$ cat src/rtl/drc_pkg.sv
// Package for the download response checker: result codes, CRC constants,
// the result bundle and the status byte mapping.
// No dependencies.
package drc_pkg;

  localparam int unsigned CountW = 17;
  localparam logic [CountW-1:0] COUNT_MAX = 17'h1FFFF;
  localparam logic [15:0] CRC_INIT = 16'hFFFF;
  localparam logic [15:0] CRC_POLY = 16'h1021;
  localparam logic [CountW-1:0] MIN_FRAME_BYTES = 17'd5;
  localparam logic [CountW-1:0] FRAME_OVERHEAD = 17'd4;

  localparam logic [7:0] STATUS_OK = 8'h00;
  localparam logic [7:0] STATUS_BUSY = 8'h20;
  localparam logic [7:0] STATUS_KEY = 8'h21;
  localparam logic [7:0] STATUS_ALREADY = 8'h24;
  localparam logic [7:0] STATUS_PROGRESS_A = 8'h2D;
  localparam logic [7:0] STATUS_PROGRESS_B = 8'h2E;

  typedef enum logic [2:0] {
    RC_OK       = 3'd0,
    RC_PROTOCOL = 3'd1,
    RC_CRC      = 3'd2,
    RC_BUSY     = 3'd3,
    RC_KEY      = 3'd4,
    RC_ALREADY  = 3'd5,
    RC_PROGRESS = 3'd6,
    RC_REMOTE   = 3'd7
  } result_code_e;

  typedef struct packed {
    result_code_e code;
    logic [7:0]   status;
    logic [15:0]  length;
  } drc_result_t;

  function automatic result_code_e map_status(input logic [7:0] s);
    result_code_e rc;
    case (s)
      STATUS_OK:                            rc = RC_OK;
      STATUS_BUSY:                          rc = RC_BUSY;
      STATUS_KEY:                           rc = RC_KEY;
      STATUS_ALREADY:                       rc = RC_ALREADY;
      STATUS_PROGRESS_A, STATUS_PROGRESS_B: rc = RC_PROGRESS;
      default:                              rc = RC_REMOTE;
    endcase
    return rc;
  endfunction

endpackage

$ cat src/rtl/drc_crc16_step.sv
// One-byte CRC-16 update, polynomial 0x1021, MSB first, unrolled.
// Depends on drc_pkg.
module drc_crc16_step
  import drc_pkg::*;
(
  input  logic [15:0] crc_i,
  input  logic [7:0]  byte_i,
  output logic [15:0] crc_o
);

  logic [15:0] c;

  always_comb begin
    c = crc_i ^ {byte_i, 8'h00};
    for (int k = 0; k < 8; k++) begin
      c = c[15] ? ({c[14:0], 1'b0} ^ CRC_POLY) : {c[14:0], 1'b0};
    end
  end

  assign crc_o = c;

endmodule

$ cat src/rtl/drc_frame_state.sv
// Frame tracking state: byte count, length field, CRC, check delay line
// and first payload byte, plus the end-of-frame decision.
// Depends on drc_pkg and drc_crc16_step.
module drc_frame_state
  import drc_pkg::*;
(
  input  logic        clk_i,
  input  logic        rst_ni,
  input  logic        step_i,
  input  logic [7:0]  byte_i,
  input  logic        last_i,
  output drc_result_t result_o
);

  logic [CountW-1:0] cnt_q, cnt_d;
  logic [15:0] len_q, len_d;
  logic [15:0] crc_q, crc_d, crc_next;
  logic [15:0] chk_q, chk_d;
  logic [7:0]  fpb_q, fpb_d;
  logic        proto_err;

  drc_crc16_step u_crc (
    .crc_i  (crc_q),
    .byte_i (chk_q[15:8]),
    .crc_o  (crc_next)
  );

  always_comb begin
    len_d = len_q;
    fpb_d = fpb_q;
    if (cnt_q == '0) begin
      len_d = {byte_i, 8'h00};
    end else if (cnt_q == CountW'(1)) begin
      len_d = {len_q[15:8], byte_i};
    end else if (cnt_q == CountW'(2)) begin
      fpb_d = byte_i;
    end
    crc_d = (cnt_q >= CountW'(2)) ? crc_next : crc_q;
    chk_d = {chk_q[7:0], byte_i};
    cnt_d = (cnt_q == COUNT_MAX) ? cnt_q : cnt_q + CountW'(1);
  end

  // Decide on the updated state, counting the last byte.
  always_comb begin
    proto_err = (cnt_d < MIN_FRAME_BYTES) || (len_d == '0) ||
                (cnt_d != ({1'b0, len_d} + FRAME_OVERHEAD));
    if (proto_err) begin
      result_o.code = RC_PROTOCOL;
    end else if (crc_d != chk_d) begin
      result_o.code = RC_CRC;
    end else begin
      result_o.code = map_status(fpb_d);
    end
    result_o.status = fpb_d;
    result_o.length = len_d;
  end

  always_ff @(posedge clk_i or negedge rst_ni) begin
    if (!rst_ni) begin
      cnt_q <= '0;
      len_q <= '0;
      crc_q <= CRC_INIT;
      chk_q <= '0;
      fpb_q <= '0;
    end else if (step_i) begin
      if (last_i) begin
        cnt_q <= '0;
        len_q <= '0;
        crc_q <= CRC_INIT;
        chk_q <= '0;
        fpb_q <= '0;
      end else begin
        cnt_q <= cnt_d;
        len_q <= len_d;
        crc_q <= crc_d;
        chk_q <= chk_d;
        fpb_q <= fpb_d;
      end
    end
  end

  a_frame_restart : assert property (@(posedge clk_i) disable iff (!rst_ni)
    step_i && last_i |=> cnt_q == '0 && crc_q == CRC_INIT && chk_q == '0)
    else $error("frame state not cleared after last byte");

  a_short_frame : assert property (@(posedge clk_i) disable iff (!rst_ni)
    step_i && last_i && cnt_q < CountW'(4) |-> result_o.code == RC_PROTOCOL)
    else $error("short frame not flagged as protocol error");

  a_count_sat : assert property (@(posedge clk_i) disable iff (!rst_ni)
    step_i && !last_i && cnt_q == COUNT_MAX |=> cnt_q == COUNT_MAX)
    else $error("byte count wrapped");

endmodule

$ cat src/rtl/download_response_checker_core.sv
// Download response checker: one byte per item, one result per frame.
// Path: an accepted closing byte passes the input register, then the result
// register, where the result is held until taken.
// Throughput: one byte per cycle, set by the unrolled combinational CRC update;
// a closing byte waits only while an earlier result is still untaken.
// Reset clears all frame state (CRC back to 0xFFFF) and empties both registers.
module download_response_checker_core
  import drc_pkg::*;
(
  input  logic        clk_i,
  input  logic        rst_ni,
  input  logic        in_valid_i,
  output logic        in_ready_o,
  input  logic [7:0]  data_byte_i,
  input  logic        last_byte_i,
  output logic        out_valid_o,
  input  logic        out_ready_i,
  output logic [2:0]  result_code_o,
  output logic [7:0]  status_byte_o,
  output logic [15:0] payload_length_o
);

  // Input register: holds the accepted byte until the frame logic takes it.
  logic       in_valid_q, in_valid_d;
  logic [7:0] byte_q;
  logic       last_q;

  // Result register: holds the end-of-frame result until taken.
  logic        out_valid_q, out_valid_d;
  drc_result_t res_q;
  drc_result_t res_comb;

  logic advance;
  logic load_in;

  // Advance a byte unless it closes a frame while the result register is
  // still full and not being drained this cycle. Non-last bytes never stall.
  assign advance = in_valid_q && (!last_q || !out_valid_q || out_ready_i);
  assign in_ready_o = !in_valid_q || advance;
  assign load_in = in_valid_i && in_ready_o;

  drc_frame_state u_frame (
    .clk_i    (clk_i),
    .rst_ni   (rst_ni),
    .step_i   (advance),
    .byte_i   (byte_q),
    .last_i   (last_q),
    .result_o (res_comb)
  );

  always_comb begin
    in_valid_d = in_ready_o ? in_valid_i : in_valid_q;
    if (advance && last_q) begin
      out_valid_d = 1'b1;
    end else if (out_ready_i) begin
      out_valid_d = 1'b0;
    end else begin
      out_valid_d = out_valid_q;
    end
  end

  always_ff @(posedge clk_i or negedge rst_ni) begin
    if (!rst_ni) begin
      in_valid_q  <= 1'b0;
      out_valid_q <= 1'b0;
    end else begin
      in_valid_q  <= in_valid_d;
      out_valid_q <= out_valid_d;
    end
  end

  // Payload registers: capture on load or on a closing byte, no reset needed.
  always_ff @(posedge clk_i) begin
    if (load_in) begin
      byte_q <= data_byte_i;
      last_q <= last_byte_i;
    end
    if (advance && last_q) begin
      res_q <= res_comb;
    end
  end

  assign out_valid_o      = out_valid_q;
  assign result_code_o    = 3'(res_q.code);
  assign status_byte_o    = res_q.status;
  assign payload_length_o = res_q.length;

  a_no_overwrite : assert property (@(posedge clk_i) disable iff (!rst_ni)
    advance && last_q && out_valid_q |-> out_ready_i)
    else $error("pending result overwritten");

  a_empty_ready : assert property (@(posedge clk_i) disable iff (!rst_ni)
    !in_valid_q |-> in_ready_o)
    else $error("input stalled with empty input register");

  a_result_source : assert property (@(posedge clk_i) disable iff (!rst_ni)
    !out_valid_q ##1 out_valid_q |-> $past(advance && last_q))
    else $error("result appeared without a closing byte");

endmodule
$ cat config.mk
export PLATFORM = sky130hd
export DESIGN_NAME = download_response_checker_core
export DESIGN_NICKNAME = d
export VERILOG_FILES = /design/src/rtl/drc_pkg.sv /design/src/rtl/drc_crc16_step.sv /design/src/rtl/drc_frame_state.sv /design/src/rtl/download_response_checker_core.sv
export SDC_FILE = /design/constraint.sdc
export NUM_CORES = 1
export LEC_CHECK = 0
export ABC_CLOCK_PERIOD_IN_PS = 11500
export BUFFER_PORTS_ARGS = -buffer_cell sky130_fd_sc_hd__buf_2
export CAP_MARGIN = 40
export CORE_AREA = 2 2 120 122
export DETAILED_ROUTE_END_ITERATION = 8
export DIE_AREA = 0 0 122 124
export MAX_ROUTING_LAYER = met4
export PLACE_DENSITY = 0.66
export SLEW_MARGIN = 40
export SYNTH_ARGS = -nofsm -noshare
export SYNTH_HDL_FRONTEND = slang
export SYNTH_SLANG_ARGS = --single-unit
export TNS_END_PERCENT = 50
$ cat constraint.sdc
create_clock -name clk_i -period 11.5 [get_ports clk_i]
set_input_delay 2.3 -clock clk_i [delete_from_list [all_inputs] [get_ports clk_i]]
set_output_delay 2.3 -clock clk_i [all_outputs]
set_load 0.02 [all_outputs]
; Yosys cells after proc, flatten, opt, wreduce, memory -nomap -nowiden
; Index checks and enable logic that the tools add are counted.
[totals]
register_bits = 111
input_bits = 13
output_inout_bits = 29
[classes]
add_sub_neg = 2
magnitude_cmp = 2
eq_ne = 10
muxes = 24
n_bitwise = 9
n_reduce_logical = 17
[op_table]
columns = cell, count
row1 = 13-bit 2-to-1 mux, 8
row2 = 16-bit 2-to-1 mux, 5
row3 = "8-bit by 6-bit equality test with 1-bit output, second input constant", 5
row4 = 8-bit 2-to-1 mux, 5
row5 = 17-bit 2-to-1 mux, 2
row6 = 3-bit NOT, 8
row7 = "16-bit by 3-bit adder with 17-bit output, second input constant", 1
row8 = "17-bit by 1-bit adder with 17-bit output, second input constant", 1
row9 = "17-bit by 1-bit equality test with 1-bit output, second input constant", 1
row10 = "17-bit equality test, second input constant", 1
row11 = "17-bit by 2-bit equality test with 1-bit output, second input constant", 1
row12 = "17-bit by 2-bit greater-or-equal comparator with 1-bit output, second input constant", 1
row13 = 17-bit zero test, 1
row14 = "17-bit by 3-bit < comparator with 1-bit output, second input constant", 1
row15 = 17-bit inequality test, 1
row16 = 16-bit zero test, 1
row17 = 16-bit inequality test, 1
row18 = 16-bit bitwise XOR, 1
row19 = 3-bit case mux with 5 select lines, 1
row20 = 8-bit zero test, 1
row21 = 1-bit logical OR, 5
row22 = 2-bit OR reduction, 2
row23 = 1-bit logical AND, 3
row24 = 1-bit zero test, 3
row25 = 3 further kinds, 4

; Depth between registers and ports, before layout
; Gate-level depths: netlist of run 1.
[depth]
depth_word = 20
ltp_mapped = 15
ltp_nobuf = 13

; Hierarchy
; From an unflattened synthesis of run 1, not the netlist that was laid out.
[unflattened]
cells_unflattened = 667
hier_area_um2 = 6864.1
[modules_own_cells]
columns = mod, instances, cells_each, area_per_inst_um2
row1 = drc_frame_state, 1, 596, 5258.8
row2 = download_response_checker_core, 1, 46, 1202.4
row3 = drc_crc16_step, 1, 25, 402.9

; Least setup slack after synthesis of run 1
; OpenSTA, ideal clock, no wires.
[synth_path]
path_kind = in2out
startpoint = in out_ready_i
endpoint = out in_ready_o
t_arrival_ns = 2.678
t_required_ns = 9.200
path_slack_ns = 6.522
stages = 2
n_path_buf = 0
cell_sequence = nor2b_1 -> nand3_1
[synth_via]
elab_chain_cells = 3
[synth_rtl]
columns = item, line_no
row1 = start: declaration, download_response_checker_core.sv:17  ; input logic out_ready_i,
row2 = 1-bit logical OR, download_response_checker_core.sv:38  ; assign advance = in_valid_q && (!last_q || !out_valid_q || out_ready_i);
row3 = 1-bit logical AND, download_response_checker_core.sv:38
row4 = 1-bit logical OR, download_response_checker_core.sv:39  ; assign in_ready_o = !in_valid_q || advance;
row5 = end: declaration, download_response_checker_core.sv:13  ; output logic in_ready_o,
; No other way between the ends.

; Final worst setup path of run 1
; Ends and elaborated chain as after synthesis.

==> results of run 1 <==
[power groups by stage]
stage,logic [W],registers [W],clock network (W)
CTS,0.000650,0.000565,0.000328
global route,0.000718,0.000577,0.000342
floorplan,0.000523,0.000555,0
detailed placement,0.000647,0.000573,0
finish,0.000653,0.000567,0.000322
global placement,0.000632,0.000569,0
[Yosys cell counts (7+ instances only)]
master | number | share of area, %
nor2_1 | 45 | 2.5
buf_2 | 7 | 0.52
xnor2_1 | 45 | 5.9
nand2_1 | 90 | 5.0
o31ai_1 | 8 | 0.89
o21ai_0 | 45 | 3.3
nand4_1 | 15 | 1.4
nor3_1 | 13 | 0.97
edfxtp_1 | 36 | 16
inv_1 | 25 | 1.4
a21oi_1 | 45 | 3.3
o22ai_1 | 9 | 0.84
dfrtp_1 | 59 | 22
clkbuf_1 | 27 | 1.5
nor4_1 | 9 | 0.84
buf_4 | 8 | 0.89
nand3_1 | 33 | 2.5
and3_1 | 9 | 0.84
a22o_1 | 16 | 2.1
xor2_1 | 29 | 3.8
mux2i_1 | 14 | 2.1
dfstp_2 | 16 | 6.2
[tightest hold or removal path, delay by kind of cell (launching register included)]
kind / cells / cell delay, ps
and+or+nand+nor: 2 / 100
DFF: 1 / 360
[final cells by class]
type / count / area [sq um]
repair buffers: 46 / 249
clock inverters: 7 / 86.3
fillers: 1269 / 6430
flip-flops and latches: 111 / 2980
inverters: 25 / 93.8
well taps: 180 / 225
multi-input cells: 525 / 3430
clock buffers: 9 / 225
[state kept, by name (all words and copies together), names as in the netlist]
register          count
u_frame.crc_q        16
u_frame.chk_q        16
result_code_o         3
u_frame.len_q        16
in_valid_q            1
status_byte_o         8
byte_q                8
u_frame.fpb_q         8
u_frame.cnt_q        17
last_q                1
out_valid_o           1
payload_length_o     16
[metrics by stage]
stage          setup slack (ps)  power [W]  area (sq um)  hold slack, ps  utilization [%]
2_1_floorplan              6520    0.00108          6730             450                -
3_3_place_gp               6330    0.00120          6960             464             50.8
3_5_place_dp               6270    0.00122          6980             482             50.9
4_1_cts                    6270    0.00154          7290             500             53.2
5_1_grt                    6200    0.00164          7290             517             53.2
6_report                   6290    0.00154          7290             493             53.2
[final timing paths]
check,startpoint,to,slack [ps],cells past startpoint
setup / recovery,out_ready_i,in_ready_o,6290,4
hold / removal,u_frame.chk_q[11]$_DFFE_PN0P_,u_frame.chk_q[11]$_DFFE_PN0P_,490,2
setup reg to reg,u_frame.cnt_q[0]$_DFFE_PN0P_,result_code_o[0]$_SDFFCE_PP1P_,7120,13
hold reg to reg,u_frame.chk_q[11]$_DFFE_PN0P_,u_frame.chk_q[11]$_DFFE_PN0P_,490,2
max in group asynchronous,rst_ni,u_frame.chk_q[12]$_DFFE_PN0P_,9050,1
min in group asynchronous,rst_ni,u_frame.cnt_q[11]$_DFFE_PN0P_,1940,1
[layer usage]
| metal | wire (um) | vias up | global-route usage, % |
|---|---|---|---|
| li1 | - | 2564 | - |
| met1 | 7820 | 2714 | 32.3 |
| met2 | 8210 | 185 | 39.0 |
| met3 | 955 | 40 | 5.22 |
| met4 | 554 | 0 | 9.84 |
| met5 | 0 | - | - |
[kinds of logic (layout without fill, tap and decap cells)]
family | Yosys count | in the layout | synth area share (%)
AO/OA/AOI/OAI | 168 | 168 | 16.3
flip-flops | 111 | 111 | 44.2
adder cells (fa/ha/maj) | 6 | 6 | 1.12
buffers and inverters | 73 | 87 | 4.98
AND/OR/NAND/NOR | 253 | 253 | 19.2
XOR/XNOR | 76 | 76 | 10.3
multiplexers | 22 | 22 | 3.81
==> results_dict.tcl, run 1 <==
set metrics [dict create \
    portBuffers 41 \
    synthFlopType "dfrtp_1" \
    first_pass_iters 5 \
    drc 0 \
    ys_types 75 \
    clk_pin_slew_worst_paths_ps 80 \
    slowest_delay_ps 210 \
    fmax_mhz 192 \
    tightest_slew_ps 807 \
    hold_viol_final 0 \
    stdcell_count 903 \
    async_flop_share_pct 67.6 \
    outcome "finished, final reports clean" \
    h-tree-depth 3 \
    rows 43 \
    dp_cells 887 \
    cp_top_family "simple AND/OR/NAND/NOR gates" \
    maxSlewHeadroom_pct 46.1 \
    post-route-min-period_ps 5210 \
    core-area_sq_um 13700 \
    cts_tree "built" \
    seq_power_share_pct 36.8 \
    synth_cells 709 \
    critPathKind "input port to output port" \
    routed_via_density 6.09 \
    rsz0062_at_grt "no" \
    synth_area_sq_um 6730 \
    cts_resized 0 \
    routed_wl_um 17500 \
    critical-path-slowest-cell "buf_2" \
    worstPathMaxFanout 3 \
    initialDrtViolationCount 547 \
    syn2layout_area_growth_pct 8.35 \
    drv_slew 0 \
    crit_buf_inv 2 \
    antenna_found_initial 0 \
    grt_pass1_vias 5282 \
    dp_hpwl_um 12100 \
    start_kind "input port" \
    cap_violations 0 \
    fin_crit_sh_pct 45.3 \
    postSynthAreaPerCell_sq_um 9.49 \
    die_height_um 124 \
    antennaDiodeCount 0 \
    comb_power_share_pct 42.4 \
    grt_overflow_total 0 \
    cpMostUsedCell "buf_2" \
    p_sw_w 0.000627 \
    cts.sinks 111 \
    nets 737 \
    min_path_type "flip-flop to flip-flop" \
    ys_seq_elements 111 \
    final_common_cell "nand2_1" \
    intPower_w 0.000916 \
    hold_buffers 0 \
    worst-endpoint-required_ps 9200 \
    cts-buffers-inserted 9 \
    finalSetupViolations 0 \
    grt_pass1_wl_um 28000 \
    clockBufferDepth 2 \
    die_area_sq_um 15100 \
    end_kind "output port" \
    synth-edff-count 36 \
    ir_worst_vdd_mv 0.152 \
    fin_skew_ps 10.2 \
    final_antenna_net_count 0 \
    gp_congestion 0.964 \
    die_x_um 122 \
    io_pins 42 \
    yosys_warnings 0 \
    tns_ps 0 \
    switching_share_pct 40.6 \
    synth_nets 728 \
    vias 5503 \
    crit_chain "buf_2, nor2b_1, nand3_1, buf_2" \
    post-cts-setup-buffers 0 \
    grt_max_degree 76 \
    cp.arrival_ps 2910 \
    insertion_delay_ps 370 \
    root_buffer "clkbuf_16" \
    drive_gt1_share_pct 15.6 \
    final_cell_mix "nand2_1 (89), dfrtp_1 (59), o21ai_0 (45), a21oi_1 (45), xnor2_1 (45)" \
    p_per_area_nw_per_um2 212 \
    start_util_pct 49.1 \
    pwr-share-clk_pct 20.9 \
    ys_seq_area_share_pct 44.2 \
    wire_per_inst_um 19.4 \
    grtUsageTotal_pct 25.1 \
    p_leak_nw 3.05 \
]
(Power assumes the default switching activity.)
==> inputs of run 2 (changes only) <==
--- a/config.mk
+++ b/config.mk
@@ -5,14 +5,15 @@
 export SDC_FILE = /design/constraint.sdc
 export NUM_CORES = 1
 export LEC_CHECK = 0
-export ABC_CLOCK_PERIOD_IN_PS = 11500
+export ABC_AREA = 1
+export ABC_CLOCK_PERIOD_IN_PS = 4500
 export BUFFER_PORTS_ARGS = -buffer_cell sky130_fd_sc_hd__buf_2
 export CAP_MARGIN = 40
-export CORE_AREA = 2 2 120 122
+export CORE_AREA = 2 2 121 123
 export DETAILED_ROUTE_END_ITERATION = 8
-export DIE_AREA = 0 0 122 124
+export DIE_AREA = 0 0 123 125
 export MAX_ROUTING_LAYER = met4
-export PLACE_DENSITY = 0.66
+export PLACE_DENSITY = 0.69
 export SLEW_MARGIN = 40
 export SYNTH_ARGS = -nofsm -noshare
 export SYNTH_HDL_FRONTEND = slang
==> constraint.sdc (replaced) <==
create_clock -name clk_i -period 4.5 [get_ports clk_i]
set_input_delay 0.9 -clock clk_i [delete_from_list [all_inputs] [get_ports clk_i]]
set_output_delay 0.9 -clock clk_i [all_outputs]
set_load 0.02 [all_outputs]
==> run 2 against run 1 <==
- utilization shrank 0.050 points
- sequential share of layout area shrank 1.4 points
- worst setup slack lost 5100 ps
- clock-buffer cell count grew 2
- clock skew shrank 1.2 ps
- sequential power grew to 2.5 times the previous value
- clock power grew 150%
- largest cell class unchanged
- largest power group unchanged
==> results_dict.tcl, run 2 <==
set metrics [dict create \
    final_common_cell "nand2_1" \
    initialDrtViolationCount 566 \
    synth_cells 867 \
    synth_top_family_by_area "simple AND/OR/NAND/NOR gates" \
    finalSetupViolations 0 \
    rsz0062_at_grt "no" \
    antennaDiodeCount 0 \
    critical-path-slowest-cell "nor2_4" \
    postSynthAreaPerCell_sq_um 7.94 \
    largest_reg_flops 17 \
    ys_seq_elements 111 \
    gp_congestion 0.939 \
    synth_xor_area_share_pct 4.27 \
    synth.area.top_cells "dfrtp_1 (21%), edfxtp_1 (16%), nand2_1 (13%)" \
    clk_pin_slew_worst_paths_ps 80 \
    drc 0 \
    yosys.area.top_type "dfrtp_1" \
    r2r_cells 19 \
    drv_slew 0 \
    cts.sinks 111 \
    vias 5848 \
    synthFlopType "dfrtp_1" \
    outcome "finished, final reports clean" \
    first_pass_iters 5 \
    die_height_um 125 \
    register_area_sq_um 2980 \
    grtUsageTotal_pct 24.2 \
    clockBufferDepth 2 \
    cp.arrival_ps 3460 \
    async_flop_share_pct 67.6 \
    maxSlewHeadroom_pct 41.3 \
    grt_pass1_vias 5381 \
    n_fill_cell 1336 \
    critPathKind "flip-flop to flip-flop" \
    ys_seq_area_share_pct 43.3 \
    ys_types 43 \
    crit_chain "nor2_1, nand2_1, nor2_4, nand2_4, nand2_1, o21ai_0, nor2_1, ha_1, nand4_1, nor2_2, nand2_2, nand2_1, nand2_1, nand2_1, nand3_1, nor2_1, nand3_2, nor2_1, nand2_1" \
    antenna_found_initial 0 \
    multi_input_area_sq_um 3300 \
    grt_overflow_total 0 \
    synthTopCellsByCount "nand2_1 (247), inv_1 (111), nand3_1 (60)" \
    die_x_um 123 \
    start_kind "flip-flop" \
    post-route-min-period_ps 3350 \
    crit_buf_inv 0 \
    synth-simple-area-share_pct 32.3 \
    muxShareOfSynthArea_pct 0 \
    routed_wl_um 17300 \
    p_leak_nw 3.59 \
    worst-path-stages 19 \
    end_kind "flip-flop" \
    synth-edff-count 36 \
    cap_violations 0 \
    ir_worst_vdd_mv 0.217 \
    netlist.area_leader.share_pct 21.5 \
    final_antenna_net_count 0 \
    min_path_type "flip-flop to flip-flop" \
    tightest_slew_ps 871 \
    post-cts-setup-buffers 0 \
    cpMostUsedCell "nand2_1" \
    hold_depth 2 \
    nets 922 \
    cp_top_family "simple AND/OR/NAND/NOR gates" \
    h-tree-depth 3 \
    synth_most_common_cell "nand2_1" \
    hold_viol_final 0 \
    start_util_pct 48.4 \
    drive_gt1_share_pct 16.6 \
    synth_nets 886 \
    rows 44 \
    worst-endpoint-required_ps 4610 \
    insertion_delay_ps 360 \
    die_area_sq_um 15400 \
    hold_buffers 0 \
    dp_hpwl_um 12400 \
    final_cell_mix "nand2_1 (247), inv_1 (111), nand3_1 (60)" \
    slowest_delay_ps 470 \
    synth_adder_area_share_pct 1.09 \
    tns_ps 0 \
    routed_via_density 5.36 \
    cts_resized 0 \
    syn2layout_area_growth_pct 9.62 \
    io_pins 42 \
    fin_skew_ps 9.01 \
    fmax_mhz 298 \
    fin_crit_sh_pct 74.5 \
    cts_tree "built" \
    p_total_w 0.00408 \
    yosys_warnings 0 \
    grt_pass1_wl_um 28300 \
    p_per_area_nw_per_um2 540 \
    regMostFlops "u_frame.cnt_q" \
    synth-compound-area-share_pct 10.2 \
    synth_area_sq_um 6880 \
    portBuffers 41 \
    cts-buffers-inserted 9 \
    worstPathMaxFanout 19 \
    core-area_sq_um 14200 \
    root_buffer "clkbuf_16" \
    wire_per_inst_um 15.8 \
    grt_max_degree 76 \
]
==> run 2: where the power goes <==
group	leakage, nW	internal, W	switching [W]
sequential	1.31	0.00129	0.000137
combinational	2.14	0.000621	0.00123
clock	0.140	0.000414	0.000387
total	3.59	0.00233	0.00175
==> run 2: worst register-to-register path: stages (launching register included) <==
cell	delay, ps
dfrtp_1	430
nor2_1	130
nand2_1	90
nor2_4	470
nand2_4	150
nand2_1	80
o21ai_0	120
nor2_1	210
ha_1	200
nand4_1	160
nor2_2	310
nand2_2	80
nand2_1	80
nand2_1	50
nand2_1	50
nand3_1	60
nor2_1	120
nand3_2	140
nor2_1	120
nand2_1	50
==> run 2: routing by layer <==
metal / global-route usage (%) / vias to the layer above / part of all wire (%)
met3: 3.24 / 22 / 6.1
met1: 36.4 / 2701 / 49
met4: 7.95 / 0 / 1.8
met2: 33.6 / 206 / 43
li1: - / 2919 / -
met5: - / - / 0
==> run 2: worst paths after layout <==
| check | start | to | slack [ps] |
|---|---|---|---|
| worst min register to register | u_frame.fpb_q[6]$_DFFE_PN0P_ | u_frame.fpb_q[6]$_DFFE_PN0P_ | 490 |
| worst min-delay path | u_frame.fpb_q[6]$_DFFE_PN0P_ | u_frame.fpb_q[6]$_DFFE_PN0P_ | 490 |
| min in group asynchronous | rst_ni | u_frame.chk_q[13]$_DFFE_PN0P_ | 570 |
| worst max-delay path | u_frame.cnt_q[11]$_DFFE_PN0P_ | result_code_o[0]$_SDFFCE_PP1P_ | 1150 |
| max in group asynchronous | rst_ni | u_frame.len_q[14]$_DFFE_PN0P_ | 3450 |
| worst max register to register | u_frame.cnt_q[11]$_DFFE_PN0P_ | result_code_o[0]$_SDFFCE_PP1P_ | 1150 |
==> run 2: layout make-up <==
type / count / share of cell area, %
Clock buffer: 11 / 3.37
Clock inverter: 5 / 0.531
Inverter: 119 / 5.92
Multi-Input combinational cell: 611 / 43.7
Sequential cell: 111 / 39.5
Tap cell: 184 / 3.05
Timing Repair Buffer: 51 / 3.90
==> run 2: stage by stage <==
stage          instance area (sq um)  hold slack (ps)  utilization (%)  instances  setup slack (ps)
2_1_floorplan                   6880              449                -        867              1640
3_3_place_gp                    7230              466             50.9       1075              1300
3_5_place_dp                    7250              470             51.0       1076              1200
4_1_cts                         7540              490             53.1       1092              1170
5_1_grt                         7540              517             53.1       1092               728
6_report                        7540              488             53.1       1092              1150
==> run 2: cell families (layout without fill, tap and decap cells) <==
kind of cell / count (synthesis) / count (layout)
AOI/OAI and AO/OA: 116 / 116
xor gates and xnor gates: 32 / 32
adders and majority gates: 6 / 6
buffers and inverters: 145 / 186
DFF: 111 / 111
and+or+nand+nor: 457 / 457
==> inputs of run 3 (changes only) <==
--- a/config.mk
+++ b/config.mk
@@ -5,15 +5,15 @@
 export SDC_FILE = /design/constraint.sdc
 export NUM_CORES = 1
 export LEC_CHECK = 0
-export ABC_AREA = 1
-export ABC_CLOCK_PERIOD_IN_PS = 4500
+export ABC_AREA = 0
+export ABC_CLOCK_PERIOD_IN_PS = 3100
 export BUFFER_PORTS_ARGS = -buffer_cell sky130_fd_sc_hd__buf_2
 export CAP_MARGIN = 40
-export CORE_AREA = 2 2 121 123
+export CORE_AREA = 2 2 120 122
 export DETAILED_ROUTE_END_ITERATION = 8
-export DIE_AREA = 0 0 123 125
+export DIE_AREA = 0 0 122 124
 export MAX_ROUTING_LAYER = met4
-export PLACE_DENSITY = 0.69
+export PLACE_DENSITY = 0.66
 export SLEW_MARGIN = 40
 export SYNTH_ARGS = -nofsm -noshare
 export SYNTH_HDL_FRONTEND = slang
==> constraint.sdc (replaced) <==
create_clock -name clk_i -period 3.1 [get_ports clk_i]
set_input_delay 0.62 -clock clk_i [delete_from_list [all_inputs] [get_ports clk_i]]
set_output_delay 0.62 -clock clk_i [all_outputs]
set_load 0.02 [all_outputs]
==> run 3 against run 2 <==
- the flow now finishes with violations (setup timing)
- total power is 56% higher
- largest power group unchanged
- sequential power up 45%
- worst setup slack worse by 1600 ps
- hold slack lost 210 ps
- clock skew increased by 1.2 ps
- first-iteration DRC count rose by 4.9%
- die area shrank 1.6%
- sequential cell count is the same
- largest cell class unchanged
==> results_dict.tcl, run 3 (synthesized netlist as in run 1, its figures left out) <==
set metrics [dict create \
    worst-path-stages 11 \
    grt_max_degree 76 \
    dp_slack_ps -729 \
    drc 0 \
    crit_chain "nor4_4, buf_4, nand4_1, buf_4, o21ai_0, a22oi_2, o21bai_1, xnor2_1, nand4_1, or4_4, a2111o_1" \
    wire_per_inst_um 19.3 \
    start_kind "flip-flop" \
    final_cell_mix "buf_4 (144), nand2_1 (89), dfrtp_1 (59)" \
    rows 43 \
    fin_skew_ps 10.2 \
    cts-buffers-inserted 9 \
    antennaDiodeCount 0 \
    nets 876 \
    core-area_sq_um 13700 \
    slowest_delay_ps 580 \
    placed_area_sq_um 8000 \
    hold_viol_final 0 \
    final_antenna_net_count 0 \
    cp.arrival_ps 3660 \
    wl_met1_um 8590 \
    die_height_um 124 \
    p_per_area_nw_per_um2 756 \
    fin_ws_ps -447 \
    grt_pass1_wl_um 31900 \
    p_total_w 0.00638 \
    hold_buffers 0 \
    gp_congestion 0.951 \
    rr_startpoint "u_frame.cnt_q[7]$_DFFE_PN0P_" \
    cap_violations 0 \
    ir_worst_vdd_mv 0.634 \
    drive_gt1_share_pct 30.2 \
    critical-path-slowest-cell "or4_4" \
    cp_top_family "simple AND/OR/NAND/NOR gates" \
    crit_buf_inv 2 \
    worst-endpoint-required_ps 3210 \
    initialDrtViolationCount 594 \
    regMostFlops "u_frame.cnt_q" \
    cts_tree "built" \
    grtUsageTotal_pct 28.7 \
    first_pass_iters 5 \
    fmax_mhz 282 \
    largest_reg_flops 17 \
    routed_via_density 5.84 \
    rsz0062_at_grt "yes" \
    p_leak_nw 3.76 \
    min_path_type "input port to async pin" \
    vias 6089 \
    die_x_um 122 \
    grt_pass1_vias 5921 \
    insertion_delay_ps 360 \
    r2r_cells 11 \
    drv_slew 0 \
    failed_checks "setup timing" \
    die_area_sq_um 15100 \
    regToRegSetupSlack_ps -450 \
    grt_overflow_total 0 \
    outcome "complete, but fails checks" \
    h-tree-depth 3 \
    final_common_cell "buf_4" \
    critPathKind "flip-flop to flip-flop" \
    io_pins 42 \
    clk_pin_slew_worst_paths_ps 80 \
    routed_wl_um 20100 \
    tightest_slew_ps 806 \
    dp_hpwl_um 14900 \
    finalSetupViolations 3 \
    syn2layout_area_growth_pct 25.3 \
    clockBufferDepth 2 \
    cts.sinks 111 \
    holdWs_ps 277 \
    end_kind "flip-flop" \
    final_area_sq_um 8430 \
    startpoint "u_frame.cnt_q[7]$_DFFE_PN0P_" \
    start_util_pct 49.1 \
    worstPathMaxFanout 4 \
    fin_crit_sh_pct 114 \
    root_buffer "clkbuf_16" \
    maxSlewHeadroom_pct 46.3 \
    antenna_found_initial 0 \
    post-route-min-period_ps 3550 \
    tns_ps -1280 \
    wl_met3_um 1170 \
    topRoutingLayerUsed "met4" \
    wl_met2_um 9750 \
    portBuffers 41 \
]
-- run 3: cell type report --
type,instances,area (sq um)
clock inverter,7,105
multi-input combinational,525,3510
sequential,111,2980
timing repair buffer,185,1290
inverter,25,93.8
tap,180,225
fill,1184,5290
clock buffer,9,225
-- run 3: per-layer routing --
| layer | track usage [%] | up-vias |
|---|---|---|
| li1 | - | 2839 |
| met1 | 37.6 | 2961 |
| met2 | 45.3 | 244 |
| met3 | 3.94 | 45 |
| met4 | 11.6 | 0 |
| met5 | - | - |
-- run 3: worst paths after layout --
path,end
min in group clk_i,byte_q[0]$_DFFE_PP_
worst min register to register,u_frame.chk_q[9]$_DFFE_PN0P_
max in group asynchronous,u_frame.len_q[12]$_DFFE_PN0P_
worst min-delay path,u_frame.cnt_q[6]$_DFFE_PN0P_
worst max-delay path,result_code_o[0]$_SDFFCE_PP1P_
worst max register to register,result_code_o[0]$_SDFFCE_PP1P_
-- run 3: stage by stage --
step	instances	util, %
after detailed placement	1020	58.3
after CTS	1040	61.0
final	1042	61.5
after global placement	1020	58.2
after global routing	1042	61.5
after floorplan	709	-
-- run 3: timing repair --
item	in CTS	in global routing
endpoints found under the setup margin	3	3
resized for setup	4	7
buffers inserted	4	2
hold endpoints to repair	0	0
pin swaps	10	11
-- run 3: power breakdown --
part	leakage, nW	switching [W]	internal (W)
clock network	0.162	0.000610	0.000666
registers	1.31	0.000237	0.00183
logic	2.29	0.00161	0.00142
total	3.76	0.00246	0.00392
